**src/rtl/qlic_pkg.sv**
```systemverilog
// Package for the quad and line-loop index converter.
// Holds transaction types, primitive codes and converter state type; no dependencies.
`timescale 1ns / 1ps
`default_nettype none

package qlic_pkg;

    // Incoming and back-end primitive codes
    localparam logic [3:0] PRIM_LINE_LOOP  = 4'd2;
    localparam logic [3:0] PRIM_LINE_STRIP = 4'd3;
    localparam logic [3:0] PRIM_TRIANGLES  = 4'd4;
    localparam logic [3:0] PRIM_QUADS      = 4'd7;
    localparam logic [3:0] PRIM_QUAD_STRIP = 4'd8;

    // Most results one input transaction can cause
    localparam int unsigned MAX_RESULTS = 6;
    localparam int unsigned CNT_W       = 3;

    typedef struct packed {
        logic [31:0] vertex_index;
        logic        last_in_draw;
    } in_item_t;

    typedef struct packed {
        logic [31:0] out_index;
        logic        index_valid;
        logic [3:0]  hw_prim;
        logic        end_of_draw;
        logic        last_of_run;
    } out_item_t;

    // Position in draw is kept as its value mod 4 plus a flag for "four or more";
    // the wrap from the maximum back to four keeps both unchanged.
    typedef struct packed {
        logic [31:0]       first_index;
        logic [2:0][31:0]  held_indices;
        logic [1:0]        pos_lo;
        logic              pos_ge4;
    } conv_state_t;

endpackage

`default_nettype wire

```
**src/rtl/qlic_expand.sv**
```systemverilog
// Combinational expansion of one input transaction into its list of results.
// Depends on qlic_pkg for transaction, state and primitive types.
`timescale 1ns / 1ps
`default_nettype none

module qlic_expand
    import qlic_pkg::*;
(
    input  wire logic [3:0]                    prim_type,
    input  wire conv_state_t                   state,
    input  wire in_item_t                      item,
    output      out_item_t [MAX_RESULTS-1:0]   results,
    output      logic [CNT_W-1:0]              result_count,
    output      conv_state_t                   state_next
);

    logic [3:0]  hw_prim;
    logic        pos_zero;
    logic        pos_ge3;
    logic [31:0] first_eff;
    logic [31:0] v;
    logic        last;

    // Map the incoming primitive to what the back end draws
    always_comb
    begin
        case (prim_type)
            PRIM_LINE_LOOP:  hw_prim = PRIM_LINE_STRIP;
            PRIM_QUADS:      hw_prim = PRIM_TRIANGLES;
            PRIM_QUAD_STRIP: hw_prim = PRIM_TRIANGLES;
            default:         hw_prim = prim_type;
        endcase
    end

    assign v         = item.vertex_index;
    assign last      = item.last_in_draw;
    assign pos_zero  = (state.pos_lo == 2'd0) && !state.pos_ge4;
    assign pos_ge3   = (state.pos_lo == 2'd3) || state.pos_ge4;
    assign first_eff = pos_zero ? v : state.first_index;

    // Build the result list and the next state
    always_comb
    begin
        state_next             = state;
        state_next.first_index = first_eff;
        result_count           = '0;
        for (int i = 0; i < MAX_RESULTS; i++)
        begin
            results[i]             = '0;
            results[i].hw_prim     = hw_prim;
            results[i].index_valid = 1'b1;
        end

        case (prim_type)
            PRIM_QUADS:
            begin
                if (state.pos_lo == 2'd3)
                begin
                    results[0].out_index = state.held_indices[0];
                    results[1].out_index = state.held_indices[1];
                    results[2].out_index = v;
                    results[3].out_index = state.held_indices[1];
                    results[4].out_index = state.held_indices[2];
                    results[5].out_index = v;
                    results[5].end_of_draw = last;
                    result_count = CNT_W'(MAX_RESULTS);
                end
                else
                begin
                    state_next.held_indices[state.pos_lo] = v;
                    if (last)
                    begin
                        results[0].index_valid = 1'b0;
                        results[0].end_of_draw = 1'b1;
                        result_count = CNT_W'(1);
                    end
                end
            end
            PRIM_QUAD_STRIP:
            begin
                if (state.pos_lo[0] && pos_ge3)
                begin
                    results[0].out_index = state.held_indices[0];
                    results[1].out_index = state.held_indices[1];
                    results[2].out_index = v;
                    results[3].out_index = state.held_indices[2];
                    results[4].out_index = state.held_indices[0];
                    results[5].out_index = v;
                    results[5].end_of_draw = last;
                    result_count = CNT_W'(MAX_RESULTS);
                end
                else if (last)
                begin
                    results[0].index_valid = 1'b0;
                    results[0].end_of_draw = 1'b1;
                    result_count = CNT_W'(1);
                end
                state_next.held_indices[0] = state.held_indices[1];
                state_next.held_indices[1] = state.held_indices[2];
                state_next.held_indices[2] = v;
            end
            PRIM_LINE_LOOP:
            begin
                results[0].out_index   = v;
                results[0].end_of_draw = last;
                result_count = CNT_W'(1);
                // Close the loop with a second draw from last back to first
                if (last)
                begin
                    results[1].out_index   = v;
                    results[2].out_index   = first_eff;
                    results[2].end_of_draw = 1'b1;
                    result_count = CNT_W'(3);
                end
            end
            default:
            begin
                results[0].out_index   = v;
                results[0].end_of_draw = last;
                result_count = CNT_W'(1);
            end
        endcase

        // Flag the final result of this transaction
        for (int i = 0; i < MAX_RESULTS; i++)
        begin
            results[i].last_of_run = (CNT_W'(i + 1) == result_count);
        end

        // Advance the position; restart on the last index
        if (last)
        begin
            state_next.pos_lo  = 2'd0;
            state_next.pos_ge4 = 1'b0;
        end
        else
        begin
            state_next.pos_lo  = state.pos_lo + 2'd1;
            state_next.pos_ge4 = state.pos_ge4 || (state.pos_lo == 2'd3);
        end
    end

endmodule

`default_nettype wire

```
**src/rtl/quad_and_loop_index_converter_core.sv**
```systemverilog
// Top level of the quad and line-loop index converter: expansion logic, result shift line.
// Depends on qlic_pkg and qlic_expand.
//
//   channel | signals                          | moves
//   --------+----------------------------------+-------------------------------
//   src     | src_valid, src_ready, src_data   | one vertex index per transaction
//   dst     | dst_valid, dst_ready, dst_data   | one emitted result per transaction
//   cfg     | cfg_we, cfg_data                 | prim_type write, no wait
//
// An input transaction is expanded combinationally into a shift line of up to six results,
// which drains one result per cycle on dst while dst_ready is high. A transaction has as
// many results as it causes (1 for pass-through, 3 for a line loop end, 6 per completed
// quad) or none. src_ready is high while the line holds at most the result being taken.
// Reset clears the state and primitive type at once; no clearing pass.
`timescale 1ns / 1ps
`default_nettype none

module quad_and_loop_index_converter_core
    import qlic_pkg::*;
(
    input  wire logic        clk,
    input  wire logic        rst_n,
    input  wire logic        src_valid,
    output      logic        src_ready,
    input  wire in_item_t    src_data,
    output      logic        dst_valid,
    input  wire logic        dst_ready,
    output      out_item_t   dst_data,
    input  wire logic        cfg_we,
    input  wire logic [3:0]  cfg_data
);

    logic [3:0]                   prim_reg;
    conv_state_t                  state_reg;
    conv_state_t                  state_next;
    out_item_t [MAX_RESULTS-1:0]  slots_reg;
    out_item_t [MAX_RESULTS-1:0]  slots_next;
    logic [CNT_W-1:0]             count_reg;
    logic [CNT_W-1:0]             count_next;
    out_item_t [MAX_RESULTS-1:0]  exp_results;
    logic [CNT_W-1:0]             exp_count;
    conv_state_t                  exp_state;
    logic                         src_fire;
    logic                         dst_fire;

    qlic_expand u_expand (
        .prim_type    (prim_reg),
        .state        (state_reg),
        .item         (src_data),
        .results      (exp_results),
        .result_count (exp_count),
        .state_next   (exp_state)
    );

    assign dst_valid = (count_reg != '0);
    assign dst_data  = slots_reg[0];
    assign dst_fire  = dst_valid && dst_ready;
    assign src_ready = (count_reg == '0) || ((count_reg == CNT_W'(1)) && dst_ready);
    assign src_fire  = src_valid && src_ready;

    // Load a new result list, or shift the line on each taken result
    always_comb
    begin
        slots_next = slots_reg;
        count_next = count_reg;
        state_next = state_reg;
        if (src_fire)
        begin
            slots_next = exp_results;
            count_next = exp_count;
            state_next = exp_state;
        end
        else if (dst_fire)
        begin
            for (int i = 0; i < MAX_RESULTS - 1; i++)
            begin
                slots_next[i] = slots_reg[i + 1];
            end
            count_next = count_reg - CNT_W'(1);
        end
        // A primitive write starts a fresh draw
        if (cfg_we)
        begin
            state_next.pos_lo  = 2'd0;
            state_next.pos_ge4 = 1'b0;
        end
    end

    // Hold control and converter state
    always_ff @(posedge clk or negedge rst_n)
    begin
        if (!rst_n)
        begin
            prim_reg  <= '0;
            state_reg <= '0;
            count_reg <= '0;
        end
        else
        begin
            if (cfg_we)
            begin
                prim_reg <= cfg_data;
            end
            state_reg <= state_next;
            count_reg <= count_next;
        end
    end

    // Hold result payload
    always_ff @(posedge clk)
    begin
        slots_reg <= slots_next;
    end

    // The line never holds more than one transaction's results
    a_count_range: assert property (@(posedge clk) disable iff (!rst_n)
        count_reg <= CNT_W'(MAX_RESULTS))
        else $error("result count exceeds line depth");

    // The result marked last of run is the only one left in the line
    a_last_of_run: assert property (@(posedge clk) disable iff (!rst_n)
        dst_valid && dst_data.last_of_run |-> count_reg == CNT_W'(1))
        else $error("last_of_run not on final queued result");

    // A marker-only result always ends the draw and the run
    a_marker: assert property (@(posedge clk) disable iff (!rst_n)
        dst_valid && !dst_data.index_valid |->
            dst_data.end_of_draw && dst_data.last_of_run && dst_data.out_index == '0)
        else $error("malformed marker-only result");

    // A taken result that is not last of run is followed by another result
    a_run_continues: assert property (@(posedge clk) disable iff (!rst_n)
        dst_fire && !dst_data.last_of_run |=> dst_valid)
        else $error("run ended early");

endmodule

`default_nettype wire

```
**config.mk**
```make
export PLATFORM = sky130hd
export DESIGN_NAME = quad_and_loop_index_converter_core
export DESIGN_NICKNAME = d
export VERILOG_FILES = /design/src/rtl/qlic_pkg.sv /design/src/rtl/qlic_expand.sv /design/src/rtl/quad_and_loop_index_converter_core.sv
export SDC_FILE = /design/constraint.sdc
export NUM_CORES = 1
export LEC_CHECK = 0
export ABC_AREA = 1
export CAP_MARGIN = 15
export CORE_UTILIZATION = 40
export CTS_BUF_LIST = sky130_fd_sc_hd__clkbuf_8
export CTS_CLUSTER_SIZE = 12
export DETAILED_ROUTE_END_ITERATION = 6
export DONT_BUFFER_PORTS = 1
export MAX_ROUTING_LAYER = met4
export PLACE_DENSITY = 0.5
export SETUP_SLACK_MARGIN = 0.15
export SYNTH_ARGS = -nofsm -noshare
export SYNTH_HDL_FRONTEND = slang
export SYNTH_HIERARCHICAL = 1
export SYNTH_SLANG_ARGS = --single-unit
```
**constraint.sdc**
```tcl
create_clock -name clk -period 13.3 [get_ports clk]
set_input_delay 1.995 -clock clk [delete_from_list [all_inputs] [get_ports clk]]
set_output_delay 1.995 -clock clk [all_outputs]
set_load 0.05 [all_outputs]
```
# Word-level counts from Yosys, hierarchy flattened
# Index checks and enable logic that the tools add are counted.
[totals]
reg_bits = 367
latchBits = 0
ram_bits = 0
romBits = 0
output_inout_bits = 41
memories = 0
[classes]
addsub = 2
mul = 0
n_div = 0
magnitude_cmp = 2
n_eq_ne = 12
n_shift = 0
n_mux = 47
bitwise_logic = 0
reduce_logical = 17
[ops]
columns = ["op", "count"]
rows = [
  ["2-to-1 mux 195 bit", 2],
  ["2-to-1 mux 32 bit", 12],
  ["one-hot mux 32 bit (2 select lines)", 4],
  ["one-hot mux 32 bit (3 select lines)", 2],
  ["one-hot mux 96 bit (2 select lines)", 1],
  ["bitwise mux 96 bit", 1],
  ["2-to-1 mux 96 bit", 1],
  ["demux 32 bit (select 2 bit)", 1],
  ["2-to-1 mux 3 bit", 7],
  ["2-to-1 mux 1 bit", 10],
  ["== test 3 bit, first input constant", 3],
  ["one-hot mux 3 bit (3 select lines)", 1],
  ["one-hot mux 4 bit (2 select lines)", 1],
  ["== test 2 x 3 -> 1 bit, first input constant", 2],
  ["logical AND 1 bit", 6],
  ["one-hot mux 1 bit (2 select lines)", 3],
  ["nonzero test 2 bit", 3],
  ["== test 4 x 2 -> 1 bit, second input constant", 1],
  ["== test 4 x 3 -> 1 bit, second input constant", 1],
  ["== test 4 bit, second input constant", 1],
  ["== test 1 x 3 -> 1 bit, first input constant", 1],
  ["== test 3 x 1 -> 1 bit, second input constant", 1],
  ["logical NOT 3 bit", 1],
  ["less-than comparator 2 x 3 -> 1 bit, second input constant", 1],
  ["12 further kinds", 13],
]

# Logic depth before layout (Yosys ltp)
[depth]
word_depth = 7
ltp_mapped = 11
depth_no_buf = 11

# Cells and area by module
# Netlist, hierarchy kept.
[by_module_without_submodules]
columns = ["module", "instances", "cells_each", "area_each_um2", "seq_area_each_um2"]
rows = [
  ["quad_and_loop_index_converter_core", 1, 1509, 15133.3, 10480.1],
  ["qlic_expand", 1, 1184, 5550.3, 0.0],
]

# Worst setup path before layout
# OpenSTA, ideal clock, no wires.
[synth_path]
path_type = "input to register"
start = "in dst_ready"
end = "reg count_reg[0]"
setup_time_ns = 0.151
arrival_time_ns = 11.684
slack_ns = 1.465
cell_stages = 5
n_path_buf = 0
path_cell_list = "inv_1 -> o21ai_1 -> inv_1 -> nand2_1 -> nand2_1"
[synth_via]
elab_chain_len = 4
word_cells_on_any_way = 6
[synth_lines]
columns = ["item", "line", "rtl"]
rows = [
  ["from (decl)", "quad_and_loop_index_converter_core.sv:27", "input wire logic dst_ready,"],
  ["logical AND 1 bit", "quad_and_loop_index_converter_core.sv:58", "assign src_ready = (count_reg == '0) || ((count_reg == CNT_W'(1)) && dst_ready);"],
  ["logical OR 1 bit", "quad_and_loop_index_converter_core.sv:58", ""],
  ["logical AND 1 bit", "quad_and_loop_index_converter_core.sv:59", "assign src_fire = src_valid && src_ready;"],
  ["2-to-1 mux 3 bit / nonzero test 2 bit (equally long branches)", "--", ""],
  ["to (signal assigned)", "quad_and_loop_index_converter_core.sv:105", "count_reg <= count_next;"],
  ["to (decl)", "quad_and_loop_index_converter_core.sv:38", "logic [CNT_W-1:0] count_reg;"],
]
# Parallel ways exist; a longest one is shown, timed or not.
# A chain may end at the register's enable or synchronous reset.

# Worst setup path after layout
[layout_path]
start = "in dst_ready"
end = "reg slots_reg[205] (netlist name), enable pin"
[layout_via]
elab_chain_len = 3
[layout_lines]
columns = ["item", "line", "rtl"]
rows = [
  ["logical AND 1 bit", "quad_and_loop_index_converter_core.sv:58", ""],
  ["logical OR 1 bit", "quad_and_loop_index_converter_core.sv:58", ""],
  ["net src_ready", "quad_and_loop_index_converter_core.sv:24", "output logic src_ready,"],
  ["logical AND 1 bit", "quad_and_loop_index_converter_core.sv:59", ""],
  ["to (signal assigned)", "quad_and_loop_index_converter_core.sv:112", "slots_reg <= slots_next;"],
  ["to (decl)", "quad_and_loop_index_converter_core.sv:36", "out_item_t [MAX_RESULTS-1:0] slots_reg;"],
]
# The timed path passes the listed nets, and every way through them passes these cells.

==> results by group <==
Flow run
  • Total of max-cap violations: 0

Floorplan
  • Die H: 229 um
  • Core area: 50600 um^2
  • Initial core utilization: 40.9%
  • Chip width: 229 um
  • # IOs: 83
  • Die Area: 52600 um^2
  • Std cell rows: 82

Final layout
  • Most common cell after layout, fill and taps aside: nand2_1
  • Share of cells above drive strength 1: 4.97%
  • Final core occ: 42.8%
  • Largest register FFs: 195
  • Filler cells: 5159
  • Final nets: 2606
  • Most frequent cells in the layout: nand2_1 (1455), edfxtp_1 (234), inv_1 (181), nand3_1 (142), dfrtp_1 (138)
  • Layout overhead on the synthesized area: 4.79%
  • Antenna diodes: 0

Setup path
  • Worst r2r src: count_reg[0]
  • Critical path required time: 13.56 ns
  • Critical Path, Cell by Cell: nand3_1 -> nand2_2 -> nand2_8 -> clkinv_8 -> buf_4 -> buf_4
  • Reg-to-reg endpoint: slots_reg[205]
  • CP bufs+invs: 3
  • CP Depth: 6
  • Highest-delay cell along the critical path: buf_4
  • CP dominant cell by count: buf_4
  • CP startpoint kind: primary input
  • Largest fanout on the critical path: 204
  • Crit path DAT: 5.77 ns
  • Crit path largest cell delay: 0.88 ns
  • CP Launch Point: dst_ready
  • Worst path top cell family by delay: buffers and inverters
  • WS Path Type: primary input to register
  • Setup crit end kind: register
  • R2r setup slk: 8.29 ns
  • Reg2Reg Depth: 8
  • CP endpoint: slots_reg[205]

Routing
  • Post-route antenna net violation count: 0
  • WL final: 58.5 mm
  • Pre-Repair DR Iteration Count: 5
  • Vias: 17100
  • Drt wl/cell: 17.8 um
  • Vias per inst: 5.19
  • # DRC: 0
  • DR iter-0 viols: 1472

Timing
  • Final slew viol count: 0
  • Min cycle time layout: 5.51 ns
  • Fmax: 182 MHz
  • RSZ-0062 raised after global routing: no
  • Final Cycle Share: 41.4%
  • # setup viols final: 0
  • Final hold slack: 0.476 ns
  • Least-Margin Pin Slew: 1.06 ns
  • Max_slew headroom: 29.0%
  • Final hold violations: 0
  • Clk_skew: 0.0225 ns
  • TNS Setup: 0 ns

Hold path
  • Hold Path Depth: 2
  • Hold Crit Class: register to register

Logic synthesis
  • Mapped Area: 20700 um^2
  • Post-Syn Area per Cell: 7.68 um^2
  • Ys Warns: 6
  • Count of different cell masters after synthesis: 27
  • Post-synthesis sequential area ratio: 50.7%
  • Cells after Synth: 2693
  • #FFs+latches synth: 372

Clock tree
  • Clk_lat worst skew: 0.64 ns
  • CTS HTree Levels: 3
  • CTS tree: done
  • Post-CTS setup repair buffer count: 0
  • Clk sinks: 372
  • Max Root-Sink Buffers: 3
  • Post_cts resized: 0
  • Clock transition at path regs: 0.05 ns
  • Hold buffers post-CTS: 0
  • CTS Root Cell: clkbuf_8
  • Num CTS Buffers: 70

Global route
  • Largest net degree at the start of global routing: 205
  • Initial antenna violation count: 0
  • Vias in the first global route: 16700
  • Global-route wire length before repair: 93.1 mm
  • Grt ovf: 0
  • Tot GR Track Use: 23.1%

Placed design
  • Post-DP HPWL: 28.8 mm
  • IO buf count: 0
  • GP Congestion: 0.789

Pwr
  • Leakage power: 0.0102 uW
  • Pwr dens: 220 nW/um^2
  • Worst VDD drop: 0.000103 V

Status
  • Outcome: completed
==> kinds of logic after synthesis <==
| logic type | Yosys count | synth area share, % |
|---|---|---|
| and+or+nand+nor | 1659 | 31.2 |
| buffers and inverters | 390 | 9.75 |
| xor gates and xnor gates | 1 | 0.0424 |
| AOI/OAI and AO/OA | 262 | 7.92 |
| adders and majority gates | 7 | 0.423 |
| DFF | 372 | 50.7 |
| other | 2 | 0.0363 |
==> through the flow <==
| step | setup WS (ns) | instance area, um^2 | total power (uW) | instances |
|---|---|---|---|---|
| after floorplan | 1.46 | 20700 | 3560 | 2702 |
| after detailed placement | 7.10 | 20400 | 3720 | 3157 |
| after global placement | 7.08 | 20400 | 3690 | 3157 |
| after CTS | 7.80 | 21700 | 4820 | 3286 |
| after global routing | 7.48 | 21700 | 5110 | 3286 |
| final | 7.79 | 21700 | 4760 | 3286 |
==> Yosys cell counts (all sizes together) <==
library cell  number  area [um^2]
a31oi              1         6.26
edfxtp           234         7030
conb               2         7.51
o211ai            97          728
inv              154          581
nand3            143          716
nor2              51          211
ha                 7         87.6
xnor2              1         8.76
clkbuf            28          105
nand2           1465         5520
buf              208         1330
dfrtp            138         3450
o22ai             64          400
o21ai             99          499
a21oi              1         5.00
==> how the worst min path moves through the flow <==
stage,startpoint,to,slack [ns]
floorplan,count_reg[1],count_reg[1],0.45
global placement,state_reg[101],state_reg[101],0.46
detailed placement,state_reg[119],state_reg[119],0.47
CTS,state_reg[129],state_reg[129],0.48
global route,state_reg[119],state_reg[119],0.50
finish,state_reg[119],state_reg[119],0.48
==> per-layer routing <==
| metal | part of all wire [%] | track usage (%) | routed length, um |
|---|---|---|---|
| met5 | 0 | - | 0 |
| met4 | 2.8 | 7.48 | 1640 |
| met3 | 6.0 | 4.27 | 3490 |
| met2 | 46 | 36.5 | 26800 |
| met1 | 45 | 29.9 | 26500 |
==> worst min-delay path: stages (launching register included) <==
cell and delay, ns:
dfrtp_1 0.34, nand2_1 0.05, nand2_1 0.05
==> power breakdown <==
part	leakage [uW]	internal, uW	switching [uW]
Sequential	0.00410	1900	484
Combinational	0.00528	387	919
Clock	0.000794	559	505
Total	0.0102	2850	1910
==> layout make-up <==
class / instances / area, um^2 / area share [%]
timing repair buffer: 19 / 143 / 0.658
clock inverter: 47 / 190 / 0.877
sequential: 372 / 10500 / 48.4
multi-input combinational: 1940 / 8300 / 38.3
clock buffer: 82 / 1130 / 5.21
inverter: 154 / 593 / 2.74
tap: 672 / 841 / 3.88
Note: power is estimated with default switching activity, not from simulation.
